`src/hw/rtl/assert_macros.svh`:
```
// Assertion macros shared by the yEnc decoder RTL.
`ifndef ASSERT_MACROS_SVH
`define ASSERT_MACROS_SVH
`ifndef ASSERT_OFF
// Implication checked on every rising edge of clk, quiet while arst_n is low.
`define ASSERT_CLK(lbl, prop, msg) \
	lbl: assert property (@(posedge clk) disable iff (!arst_n) prop) else $error(msg);
// Condition that must never be true at a rising edge of clk.
`define ASSERT_NEVER(lbl, cond, msg) \
	lbl: assert property (@(posedge clk) disable iff (!arst_n) !(cond)) else $error(msg);
`else
`define ASSERT_CLK(lbl, prop, msg)
`define ASSERT_NEVER(lbl, cond, msg)
`endif
`endif

```
`src/hw/rtl/yenc_pkg.sv`:
```
// Package with the codes, types and CRC function of the yEnc decoder.
`default_nettype none
package yenc_pkg;

	localparam logic [1:0] KIND_DATA    = 2'd0;
	localparam logic [1:0] KIND_CHECK   = 2'd1;
	localparam logic [1:0] KIND_RESTART = 2'd2;

	localparam logic [1:0] STAT_OK       = 2'd0;
	localparam logic [1:0] STAT_SIZE_ERR = 2'd1;
	localparam logic [1:0] STAT_PART_ERR = 2'd2;
	localparam logic [1:0] STAT_FILE_ERR = 2'd3;

	localparam logic CFG_MAIN_OFFSET   = 1'b0;
	localparam logic CFG_ESCAPE_OFFSET = 1'b1;

	localparam logic [7:0] CH_ESC = 8'h3D;
	localparam logic [7:0] CH_CR  = 8'h0D;
	localparam logic [7:0] CH_LF  = 8'h0A;

	localparam logic [7:0] MAIN_OFFSET_RST   = 8'd42;
	localparam logic [7:0] ESCAPE_OFFSET_RST = 8'd64;

	localparam logic [31:0] CRC_POLY = 32'hEDB88320;
	localparam logic [31:0] CRC_INIT = 32'hFFFFFFFF;

	// Controls for the escape tracker.
	typedef struct packed {
		logic take_byte;
		logic clear;
	} dec_ctl_t;

	// What the byte decoder makes of the current raw byte.
	typedef struct packed {
		logic       emit;
		logic [7:0] value;
	} dec_res_t;

	// Controls for the CRC and length accumulators.
	typedef struct packed {
		logic       byte_en;
		logic       check_en;
		logic       restart;
		logic [7:0] value;
	} acc_ctl_t;

	// Reflected CRC-32 update over one byte.
	function automatic logic [31:0] crc32_byte(input logic [31:0] crc, input logic [7:0] b);
		logic [31:0] r;
		r = crc ^ {24'd0, b};
		for (int k = 0; k < 8; k++) begin
			r = r[0] ? ((r >> 1) ^ CRC_POLY) : (r >> 1);
		end
		return r;
	endfunction

endpackage
`default_nettype wire

```
`src/hw/rtl/yenc_byte_decoder_with_crc_check.sv`:
```
// Top level of the yEnc byte decoder with part and file CRC-32 checking.
//
//   Channel  Direction  Handshake           Payload
//   in       input      in_valid/in_ready   kind, data_byte, multipart, expected_*
//   out      output     out_valid/out_ready decoded_byte, byte_valid, check_status,
//                                           check_valid
//   cfg      input      cfg_we (no stall)   cfg_index, cfg_data
//
// An accepted item sits in the input register, where the decoder
// and the accumulators handle it and any result moves into the output register.
// One item is taken per cycle unless a result stalls in the input register;
// the throughput is set by the single input stage. A result is on out in the
// cycle after its item is handled in the input register.
// Reset clears both registers' valid flags, the escape flag, both CRCs, the part
// length, and sets the offsets to 42 and 64.
// When a result waits on out_ready, an item that produces a result stalls in the
// input register and in_ready drops; items that give no result still pass.
`default_nettype none
`include "assert_macros.svh"
module yenc_byte_decoder_with_crc_check
	import yenc_pkg::*;
#(
	parameter int LENGTH_WIDTH = 32
) (
	input  wire logic        clk,
	input  wire logic        arst_n,
	input  wire logic        cfg_we,
	input  wire logic        cfg_index,
	input  wire logic [7:0]  cfg_data,
	input  wire logic        in_valid,
	output logic             in_ready,
	input  wire logic [1:0]  kind,
	input  wire logic [7:0]  data_byte,
	input  wire logic        multipart,
	input  wire logic [31:0] expected_part_size,
	input  wire logic [31:0] expected_part_crc,
	input  wire logic [31:0] expected_file_crc,
	output logic             out_valid,
	input  wire logic        out_ready,
	output logic [7:0]       decoded_byte,
	output logic             byte_valid,
	output logic [1:0]       check_status,
	output logic             check_valid
);

	// Offset registers; the user must write them only while the block is idle, which the block itself does not enforce.
	logic [7:0] main_offset_q;
	logic [7:0] escape_offset_q;

	// Input stage.
	logic        valid_s1;
	logic [1:0]  kind_s1;
	logic [7:0]  data_s1;
	logic        multipart_s1;
	logic [31:0] exp_size_s1;
	logic [31:0] exp_pcrc_s1;
	logic [31:0] exp_fcrc_s1;

	// Output register.
	logic        out_valid_q;
	logic [7:0]  decoded_byte_q;
	logic        byte_valid_q;
	logic [1:0]  check_status_q;
	logic        check_valid_q;

	logic        is_data;
	logic        is_check;
	logic        is_restart;
	logic        has_result;
	logic        out_free;
	logic        advance;
	dec_ctl_t    dec_ctl;
	dec_res_t    dec_res;
	acc_ctl_t    acc_ctl;
	logic [1:0]  status;

	// Kind of the result that sits in the output register.
	logic        out_byte;
	logic        out_check;

	always_ff @(posedge clk or negedge arst_n) begin
		if (!arst_n) begin
			main_offset_q   <= MAIN_OFFSET_RST;
			escape_offset_q <= ESCAPE_OFFSET_RST;
		end else if (cfg_we) begin
			unique case (cfg_index)
				CFG_MAIN_OFFSET:   main_offset_q   <= cfg_data;
				CFG_ESCAPE_OFFSET: escape_offset_q <= cfg_data;
				default:           ;
			endcase
		end
	end

	// Decode the held item's kind. The reserved kind does nothing at all.
	assign is_data    = (kind_s1 == KIND_DATA);
	assign is_check   = (kind_s1 == KIND_CHECK);
	assign is_restart = (kind_s1 == KIND_RESTART);

	// A data byte gives a result only when it is not dropped, a part end always does.
	assign has_result = (is_data && dec_res.emit) || is_check;
	assign out_free   = !out_valid_q || out_ready;
	assign advance    = valid_s1 && (!has_result || out_free);
	assign in_ready   = !valid_s1 || advance;

	always_ff @(posedge clk or negedge arst_n) begin
		if (!arst_n) begin
			valid_s1 <= 1'b0;
		end else if (in_ready) begin
			valid_s1 <= in_valid;
		end
	end

	always_ff @(posedge clk) begin
		if (in_ready && in_valid) begin
			kind_s1      <= kind;
			data_s1      <= data_byte;
			multipart_s1 <= multipart;
			exp_size_s1  <= expected_part_size;
			exp_pcrc_s1  <= expected_part_crc;
			exp_fcrc_s1  <= expected_file_crc;
		end
	end

	assign dec_ctl.take_byte = advance && is_data;
	assign dec_ctl.clear     = advance && (is_check || is_restart);

	yenc_dec u_dec (
		.clk           (clk),
		.arst_n        (arst_n),
		.ctl           (dec_ctl),
		.data_byte     (data_s1),
		.main_offset   (main_offset_q),
		.escape_offset (escape_offset_q),
		.res           (dec_res)
	);

	assign acc_ctl.byte_en  = advance && is_data && dec_res.emit;
	assign acc_ctl.check_en = advance && is_check;
	assign acc_ctl.restart  = advance && is_restart;
	assign acc_ctl.value    = dec_res.value;

	yenc_acc #(
		.LENGTH_WIDTH (LENGTH_WIDTH)
	) u_acc (
		.clk                (clk),
		.arst_n             (arst_n),
		.ctl                (acc_ctl),
		.multipart          (multipart_s1),
		.expected_part_size (exp_size_s1),
		.expected_part_crc  (exp_pcrc_s1),
		.expected_file_crc  (exp_fcrc_s1),
		.status             (status)
	);

	always_ff @(posedge clk or negedge arst_n) begin
		if (!arst_n) begin
			out_valid_q <= 1'b0;
		end else if (out_free) begin
			out_valid_q <= advance && has_result;
		end
	end

	// The status is sampled before the part end clears the accumulators.
	always_ff @(posedge clk) begin
		if (out_free && advance && has_result) begin
			decoded_byte_q <= is_data ? dec_res.value : 8'd0;
			byte_valid_q   <= is_data;
			check_status_q <= is_check ? status : STAT_OK;
			check_valid_q  <= is_check;
		end
	end

	assign out_valid    = out_valid_q;
	assign decoded_byte = decoded_byte_q;
	assign byte_valid   = byte_valid_q;
	assign check_status = check_status_q;
	assign check_valid  = check_valid_q;

	assign out_byte  = out_valid_q && byte_valid_q;
	assign out_check = out_valid_q && check_valid_q;

	// Every result is either a byte or a check status, never both or neither.
	`ASSERT_CLK(a_one_result_kind, out_valid_q |-> (out_byte != out_check), "bad result kind")
	// A check result carries a zero byte.
	`ASSERT_NEVER(a_check_pad, out_check && (decoded_byte_q != 8'd0), "check byte not zero")
	// A byte result carries a zero status.
	`ASSERT_NEVER(a_byte_pad, out_byte && (check_status_q != STAT_OK), "byte status not zero")
	// The input side only stalls when an item is held and cannot leave.
	`ASSERT_NEVER(a_stall_reason, !in_ready && (!valid_s1 || out_free), "stall without cause")

endmodule
`default_nettype wire

```
`src/hw/rtl/yenc_dec.sv`:
```
// Byte decoder: escape tracking, CR/LF dropping and offset subtraction.
`default_nettype none
`include "assert_macros.svh"
module yenc_dec
	import yenc_pkg::*;
(
	input  wire logic       clk,
	input  wire logic       arst_n,
	input  wire dec_ctl_t   ctl,
	input  wire logic [7:0] data_byte,
	input  wire logic [7:0] main_offset,
	input  wire logic [7:0] escape_offset,
	output dec_res_t        res
);

	logic escape_q;

	always_comb begin
		res.emit  = escape_q || ((data_byte != CH_CR) && (data_byte != CH_LF) &&
			(data_byte != CH_ESC));
		res.value = escape_q ? 8'(data_byte - escape_offset - main_offset)
			: 8'(data_byte - main_offset);
	end

	always_ff @(posedge clk or negedge arst_n) begin
		if (!arst_n) begin
			escape_q <= 1'b0;
		end else if (ctl.clear) begin
			escape_q <= 1'b0;
		end else if (ctl.take_byte) begin
			escape_q <= !escape_q && (data_byte == CH_ESC);
		end
	end

	// A cleared part or file never carries an escape into the next byte.
	`ASSERT_CLK(a_escape_cleared, ctl.clear |=> !escape_q, "escape survived a clear")

endmodule
`default_nettype wire

```
`src/hw/rtl/yenc_acc.sv`:
```
// CRC-32 and part length accumulators with the part end checks.
`default_nettype none
`include "assert_macros.svh"
module yenc_acc
	import yenc_pkg::*;
#(
	parameter int LENGTH_WIDTH = 32
) (
	input  wire logic        clk,
	input  wire logic        arst_n,
	input  wire acc_ctl_t    ctl,
	input  wire logic        multipart,
	input  wire logic [31:0] expected_part_size,
	input  wire logic [31:0] expected_part_crc,
	input  wire logic [31:0] expected_file_crc,
	output logic      [1:0]  status
);

	localparam int CMP_W = (LENGTH_WIDTH > 32) ? LENGTH_WIDTH : 32;

	logic [31:0]             part_crc_q;
	logic [31:0]             file_crc_q;
	logic [LENGTH_WIDTH-1:0] part_len_q;
	logic [CMP_W-1:0]        len_ext;
	logic [CMP_W-1:0]        exp_ext;

	assign len_ext = CMP_W'(part_len_q);
	assign exp_ext = CMP_W'(expected_part_size);

	always_comb begin
		status = STAT_OK;
		if (multipart && (len_ext != exp_ext)) begin
			status = STAT_SIZE_ERR;
		end else if (multipart && ((part_crc_q ^ CRC_INIT) != expected_part_crc)) begin
			status = STAT_PART_ERR;
		end else if ((expected_file_crc != 32'd0) &&
			((file_crc_q ^ CRC_INIT) != expected_file_crc)) begin
			status = STAT_FILE_ERR;
		end
	end

	always_ff @(posedge clk or negedge arst_n) begin
		if (!arst_n) begin
			part_crc_q <= CRC_INIT;
			file_crc_q <= CRC_INIT;
			part_len_q <= '0;
		end else if (ctl.restart) begin
			part_crc_q <= CRC_INIT;
			file_crc_q <= CRC_INIT;
			part_len_q <= '0;
		end else if (ctl.check_en) begin
			part_crc_q <= CRC_INIT;
			part_len_q <= '0;
		end else if (ctl.byte_en) begin
			part_crc_q <= crc32_byte(part_crc_q, ctl.value);
			file_crc_q <= crc32_byte(file_crc_q, ctl.value);
			if (part_len_q != '1) begin
				part_len_q <= part_len_q + 1'b1;
			end
		end
	end

	// A part end starts the next part from an empty count and a fresh CRC.
	`ASSERT_CLK(a_part_cleared, ctl.check_en |=> (part_len_q == '0) && (part_crc_q == CRC_INIT), "part state not cleared")
	// A restart also resets the file CRC.
	`ASSERT_CLK(a_file_cleared, ctl.restart |=> file_crc_q == CRC_INIT, "file CRC not cleared")

endmodule
`default_nettype wire

```
`config.mk`:
```
export PLATFORM = sky130hd
export DESIGN_NAME = yenc_byte_decoder_with_crc_check
export DESIGN_NICKNAME = d
export VERILOG_FILES = /design/src/hw/rtl/yenc_pkg.sv /design/src/hw/rtl/yenc_byte_decoder_with_crc_check.sv /design/src/hw/rtl/yenc_dec.sv /design/src/hw/rtl/yenc_acc.sv
export VERILOG_INCLUDE_DIRS = /design/src /design/src/hw/rtl
export SDC_FILE = /design/constraint.sdc
export NUM_CORES = 1
export LEC_CHECK = 0
export BUFFER_PORTS_ARGS = -buffer_cell sky130_fd_sc_hd__buf_2
export CAP_MARGIN = 25
export CORE_MARGIN = 2
export CORE_UTILIZATION = 55
export CTS_BUF_LIST = sky130_fd_sc_hd__clkbuf_2 sky130_fd_sc_hd__clkbuf_4 sky130_fd_sc_hd__clkbuf_8
export CTS_CLUSTER_SIZE = 24
export DETAILED_ROUTE_END_ITERATION = 10
export PLACE_DENSITY_LB_ADDON = 0.12
export SKIP_LAST_GASP = 1
export SLEW_MARGIN = 20
export SYNTH_ARGS = -nofsm -noshare
export SYNTH_HDL_FRONTEND = slang
export SYNTH_SLANG_ARGS = --single-unit
```
`constraint.sdc`:
```
create_clock -name clk -period 7.3 [get_ports clk]
set_clock_uncertainty 0.15 [all_clocks]
set_input_delay 2.19 -clock clk [delete_from_list [all_inputs] [get_ports clk]]
set_output_delay 2.19 -clock clk [all_outputs]
set_load 0.005 [all_outputs]
```
==> results of run 1 <==
[per-layer routing]
| metal | share of wire, % | GRT usage (%) | up-vias | wire length, microns |
|---|---|---|---|---|
| met2 | 47 | 36.21 | 190 | 12340 |
| met1 | 46 | 32.64 | 3899 | 12120 |
| met4 | 2.4 | 6.073 | 0 | 636 |
| met3 | 4.9 | 4.115 | 47 | 1294 |
| met5 | 0 | 0 | - | 0 |
| li1 | - | - | 3855 | - |
[logic make-up after synthesis]
group	count (synthesis)	synth area share, %
xor gates and xnor gates	276	21.91
and+or+nand+nor	263	11.22
DFF	234	53.17
AOI/OAI and AO/OA	133	7.144
buffers and inverters	53	1.730
adders and majority gates	28	3.338
muxes	17	1.496
[registers in the layout, indices dropped and copies added, names as in the netlist]
register and flops:
multipart_s1 1, exp_fcrc_s1 32, out_valid 1, u_dec.escape_q 1, valid_s1 1, exp_pcrc_s1 32, escape_offset_q 8, u_acc.file_crc_q 32
byte_valid 1, exp_size_s1 32, main_offset_q 8, u_acc.len_ext 32, data_s1 8, check_status 2, u_acc.part_crc_q 32, decoded_byte 8
check_valid 1, kind_s1 2
[report_power, final]
part | internal [W] | total, W | switching, W
clock | 0.000660 | 0.00121 | 0.000551
combinational | 0.00141 | 0.00291 | 0.00151
sequential | 0.00169 | 0.00192 | 0.000233
total | 0.00375 | 0.00604 | 0.00229
[cells in the mapped netlist (11+ instances only)]
| cell | number | share of area (%) |
|---|---|---|
| a21oi_1 | 64 | 2.6 |
| and3_1 | 12 | 0.61 |
| clkbuf_1 | 18 | 0.55 |
| dfrtp_1 | 47 | 9.6 |
| dfstp_2 | 68 | 15 |
| edfxtp_1 | 119 | 29 |
| ha_1 | 20 | 2.0 |
| inv_1 | 31 | 0.95 |
| mux2_2 | 11 | 1.0 |
| nand2_1 | 32 | 0.98 |
| nand4_1 | 21 | 1.1 |
| nor2_1 | 98 | 3.0 |
| nor4_1 | 30 | 1.5 |
| o21ai_0 | 23 | 0.94 |
| xnor2_1 | 128 | 9.1 |
| xor2_1 | 122 | 8.7 |
[layout make-up]
class	count	area, sq um	area share [%]
Clock inverter	22	170.2	1.205
Timing Repair Buffer	142	733.2	5.193
Clock buffer	52	646.9	4.581
Tap cell	280	350.3	2.481
Multi-Input combinational cell	717	5567	39.42
Inverter	31	116.4	0.8241
Sequential cell	234	6536	46.29
[cell usage in the layout, fill, tap and decap left out, drive strengths merged, types with 11 or more instances in the layout]
master  instances
xnor2         140
nand2          32
xor2          132
and3           12
nand4          21
nor2           98
clkbuf         52
buf           142
ha             20
inv            33
nor4           30
edfxtp        119
dfstp          68
o21ai          23
a21oi          69
clkinv         15
dfrtp          47
mux2           11
[final timing paths]
| path | to | slack [ns] | depth (start not counted) |
|---|---|---|---|
| worst max-delay path | in_ready | 1.91 | 5 |
| worst min-delay path | escape_offset_q[0]$_DFFE_PN0P_ | 0.36 | 1 |
| worst max register to register | u_acc.part_crc_q[25]$_DFFE_PN1P_ | 3.14 | 12 |
| worst min register to register | escape_offset_q[0]$_DFFE_PN0P_ | 0.36 | 1 |
| max in group asynchronous | u_dec.escape_q$_DFFE_PN0P_ | 4.21 | 2 |
| min in group asynchronous | escape_offset_q[3]$_DFFE_PN0P_ | 1.51 | 1 |
[metrics by stage]
stage	utilization (%)	std cells	setup slack [ns]	cell area (sq um)	power, W
final	64.50	1478	1.911	14120	0.006044
after global placement	60.76	1404	1.936	13300	0.004812
after global routing	64.50	1478	1.794	14120	0.006409
after floorplan	-	1004	1.637	12290	0.004297
after CTS	64.49	1478	1.904	14120	0.006078
after detailed placement	60.76	1404	1.904	13300	0.004830
==> results_dict.tcl, run 1 <==
set metrics [dict create \
    cts_hold_buffers 0 \
    yosysSeqAreaShare_pct 53.17 \
    cts_tree "built" \
    relSlewSlack_pct 40.27 \
    hold_ws_ns 0.3618 \
    grt_max_degree 66 \
    portBuffers 134 \
    synth.distinct_cells 69 \
    cp_max_fo 6 \
    final_nets 1315 \
    fmax_ghz 0.1856 \
    grt_usage_pct 22.77 \
    gp_congestion 0.8555 \
    crit_path_start "out_ready" \
    die_area_sq_mm 0.02357 \
    wire_per_inst_microns 17.86 \
    final.period_utilization_pct 73.82 \
    core_sq_mm 0.02189 \
    grt_pass1_vias 8035 \
    hold_violations 0 \
    cts_resized 0 \
    initial_core_util_pct 56.16 \
    final-setup-viol-count 0 \
    cellPowerDensity_mw_per_mm2 428.1 \
    antenna_found_initial 0 \
    diodes 0 \
    drt-vias-per-instance 5.407 \
    critPathMostFrequentCell "buf_2" \
    num_rows 54 \
    rsz0062_at_grt "false" \
    antenna_left 0 \
    cp.arrival_ns 3.05 \
    layout-drive-gt1-share_pct 27.96 \
    gr-total-overflow 0 \
    clock-sinks 234 \
    min_from "escape_offset_q[0]$_DFFE_PN0P_" \
    worst_slew_pin_slew_ns 0.8896 \
    root_buffer "clkbuf_8" \
    drt_iter0_markers 471 \
    cp_top_family "simple AND/OR/NAND/NOR gates" \
    vias 7991 \
    p_leak_nw 5.600 \
    worstSetupPathType "input pin to output pin" \
    dr.pass1.iters 4 \
    path_clk_slew_ns 0.05 \
    crit_chain "buf_2, nand2b_1, a21oi_2, nand2_1, buf_2" \
    synth-main-ff-cell "edfxtp_1" \
    avgSynthCellArea_sq_um 12.25 \
    die_h_microns 153.5 \
    cp_slowest_cell "a21oi_2" \
    finalWirelength_microns 26390 \
    min_path_type "register to register" \
    synth_nets 1153 \
    grt_first_pass_wirelength_microns 42690 \
    status "completed" \
    synth_area_sq_mm 0.01229 \
    synth_edf_count 119 \
    drv_slew 0 \
    maxCapViolCount 0 \
    layout_min_cycle_time_ns 5.389 \
    yosysWarnings 0 \
    htreeDepth 2 \
    ys_async_sr_fraction_pct 49.15 \
    cts_buffers 40 \
    cp-start-kind "input pin" \
    clockBufferDepth 3 \
    slowest_delay_ns 0.27 \
    insertion_delay_ns 0.55 \
    synthCells 1004 \
    post_cts_buffers 0 \
    critical_path_buf_inv_count 2 \
    r2r-start "main_offset_q[3]$_DFFE_PN1P_" \
    end_kind "output pin" \
    cp.required_ns 4.96 \
    area_growth_pct 14.85 \
    io_pins 135 \
    peakVddDrop_v 0.0002487 \
    synth_seq_cells 234 \
    dp_hpwl_microns 18990 \
    drc_errors 0 \
    setup_tns_ns 0 \
    fill_cells 1769 \
    die_w_microns 153.5 \
]
No activity file was read; power rests on OpenSTA's default activity.
==> inputs of run 2 (changes only) <==
- clock period: 7.3 -> 5 ns (I/O delays scaled with it)
==> run 2 against run 1 <==
Compared with the run above: via count up 0.55%; die area is the same; critical endpoint unchanged; worst setup slack worse by 1.0 ns; total power is 47% higher; critical path depth is the same; highest routed layer unchanged; sequential share of layout area down 0.23 points.
==> results_dict.tcl, run 2 (synthesis results as in run 1) <==
set metrics [dict create \
    grt_max_degree 79 \
    path_clk_slew_ns 0.06 \
    end_kind "output pin" \
    relSlewSlack_pct 36.05 \
    antenna_left 0 \
    clock_power_share_pct 20.2 \
    grt_usage_pct 23.41 \
    worst_slew_pin_slew_ns 0.9524 \
    maxCapViolCount 0 \
    die_area_sq_mm 0.02357 \
    cellPowerDensity_mw_per_mm2 626.7 \
    peakVddDrop_v 0.0003937 \
    finalWirelength_microns 27060 \
    wl_met3_microns 1412 \
    cp-start-kind "register" \
    drv_slew 0 \
    cts_resized 0 \
    wire_per_inst_microns 18.24 \
    dr.pass1.iters 5 \
    drc_errors 0 \
    p_sw_w 0.003363 \
    insertion_delay_ns 0.55 \
    post_cts_buffers 0 \
    area_growth_pct 15.42 \
    hold_violations 0 \
    antenna_found_initial 0 \
    final-setup-viol-count 0 \
    drt_iter0_markers 512 \
    layout-drive-gt1-share_pct 28.43 \
    total_power_w 0.008893 \
    grt_pass1_vias 8277 \
    layout_common_cells "buf_2 (133), xnor2_1 (128), xor2_1 (122)" \
    root_buffer "clkbuf_8" \
    vias 8035 \
    rsz0062_at_grt "false" \
    cp.required_ns 3.35 \
    worstSetupPathType "register to output pin" \
    grt_first_pass_wirelength_microns 43540 \
    setup_tns_ns 0 \
    die_h_microns 153.5 \
    clock-sinks 234 \
    portBuffers 134 \
    die_w_microns 153.5 \
    initial_core_util_pct 56.16 \
    dp_hpwl_microns 19790 \
    num_rows 54 \
    p_sw_share_pct 37.82 \
    io_pins 135 \
    fmax_ghz 0.2448 \
    worstHoldPathCells 1 \
    cts_tree "built" \
    gr-total-overflow 0 \
    drt-vias-per-instance 5.418 \
    cp_max_fo 21 \
    internal_power_w 0.005530 \
    cp.arrival_ns 2.44 \
    top_layer "met4" \
    final.period_utilization_pct 81.71 \
    core_sq_mm 0.02189 \
    final_common_cell "buf_2" \
    met2_length_microns 12790 \
    fill_cells 1793 \
    r2r_cells 12 \
    clockBufferDepth 3 \
    htreeDepth 2 \
    diodes 0 \
    drt-met1-wl_microns 12240 \
    p_leak_nw 5.646 \
    cts_hold_buffers 0 \
    gp_congestion 0.8644 \
    min_path_type "register to register" \
    cts_buffers 41 \
    status "completed" \
    power_frac_comb_pct 48.2 \
    layout_min_cycle_time_ns 4.085 \
    seqPwrFrac_pct 31.6 \
    final_nets 1319 \
]
## run 2: final cells by class
type,instances,area (sq um),area share (%)
flip-flops and latches,234,6536,46.06
multi-input cells,717,5567,39.23
repair buffers,145,772.0,5.440
clock buffers,62,740.7,5.220
well taps,280,350.3,2.469
inverters,31,116.4,0.8200
clock inverters,14,107.6,0.7583
## run 2: power groups by stage
| stage | registers [W] | logic, W | clock network, W |
|---|---|---|---|
| after floorplan | 0.00271 | 0.00356 | 0 |
| after CTS | 0.00281 | 0.00430 | 0.00184 |
| after global routing | 0.00285 | 0.00467 | 0.00193 |
| final | 0.00281 | 0.00429 | 0.00179 |
| after detailed placement | 0.00284 | 0.00423 | 0 |
| after global placement | 0.00284 | 0.00418 | 0 |
## run 2: final timing paths
kind,from,end,slack [ns]
setup / recovery,u_dec.escape_q$_DFFE_PN0P_,in_ready,0.91
setup reg to reg,main_offset_q[3]$_DFFE_PN1P_,u_acc.part_crc_q[20]$_DFFE_PN1P_,0.99
min in group asynchronous,arst_n,escape_offset_q[1]$_DFFE_PN0P_,0.83
hold reg to reg,escape_offset_q[3]$_DFFE_PN0P_,escape_offset_q[3]$_DFFE_PN0P_,0.36
hold / removal,escape_offset_q[3]$_DFFE_PN0P_,escape_offset_q[3]$_DFFE_PN0P_,0.36
max in group asynchronous,arst_n,u_acc.file_crc_q[28]$_DFFE_PN1P_,3.04
## run 2: per-layer routing
| layer | global-route usage, % | up-vias |
|---|---|---|
| met2 | 37.42 | 226 |
| li1 | - | 3847 |
| met3 | 3.974 | 46 |
| met1 | 33.04 | 3916 |
| met5 | 0 | - |
| met4 | 7.471 | 0 |
## run 2: worst max-delay path: stages, from the launching register on
cell and delay, ns:
dfrtp_1 0.84, buf_4 0.33, o41ai_2 0.12, a21oi_2 0.31, nand2_1 0.15, buf_2 0.15
## run 2: metrics by stage
| step | cell area, sq um | util [%] | hold slack [ns] | setup WS [ns] | cells |
|---|---|---|---|---|---|
| after floorplan | 12290 | - | 0.3294 | 0.02655 | 1004 |
| after global placement | 13340 | 60.92 | 0.3420 | 1.021 | 1407 |
| after global routing | 14190 | 64.82 | 0.3795 | 0.7320 | 1483 |
| final | 14190 | 64.82 | 0.3637 | 0.9146 | 1483 |
| after CTS | 14180 | 64.79 | 0.3665 | 0.9076 | 1483 |
| after detailed placement | 13340 | 60.92 | 0.3516 | 0.9850 | 1407 |
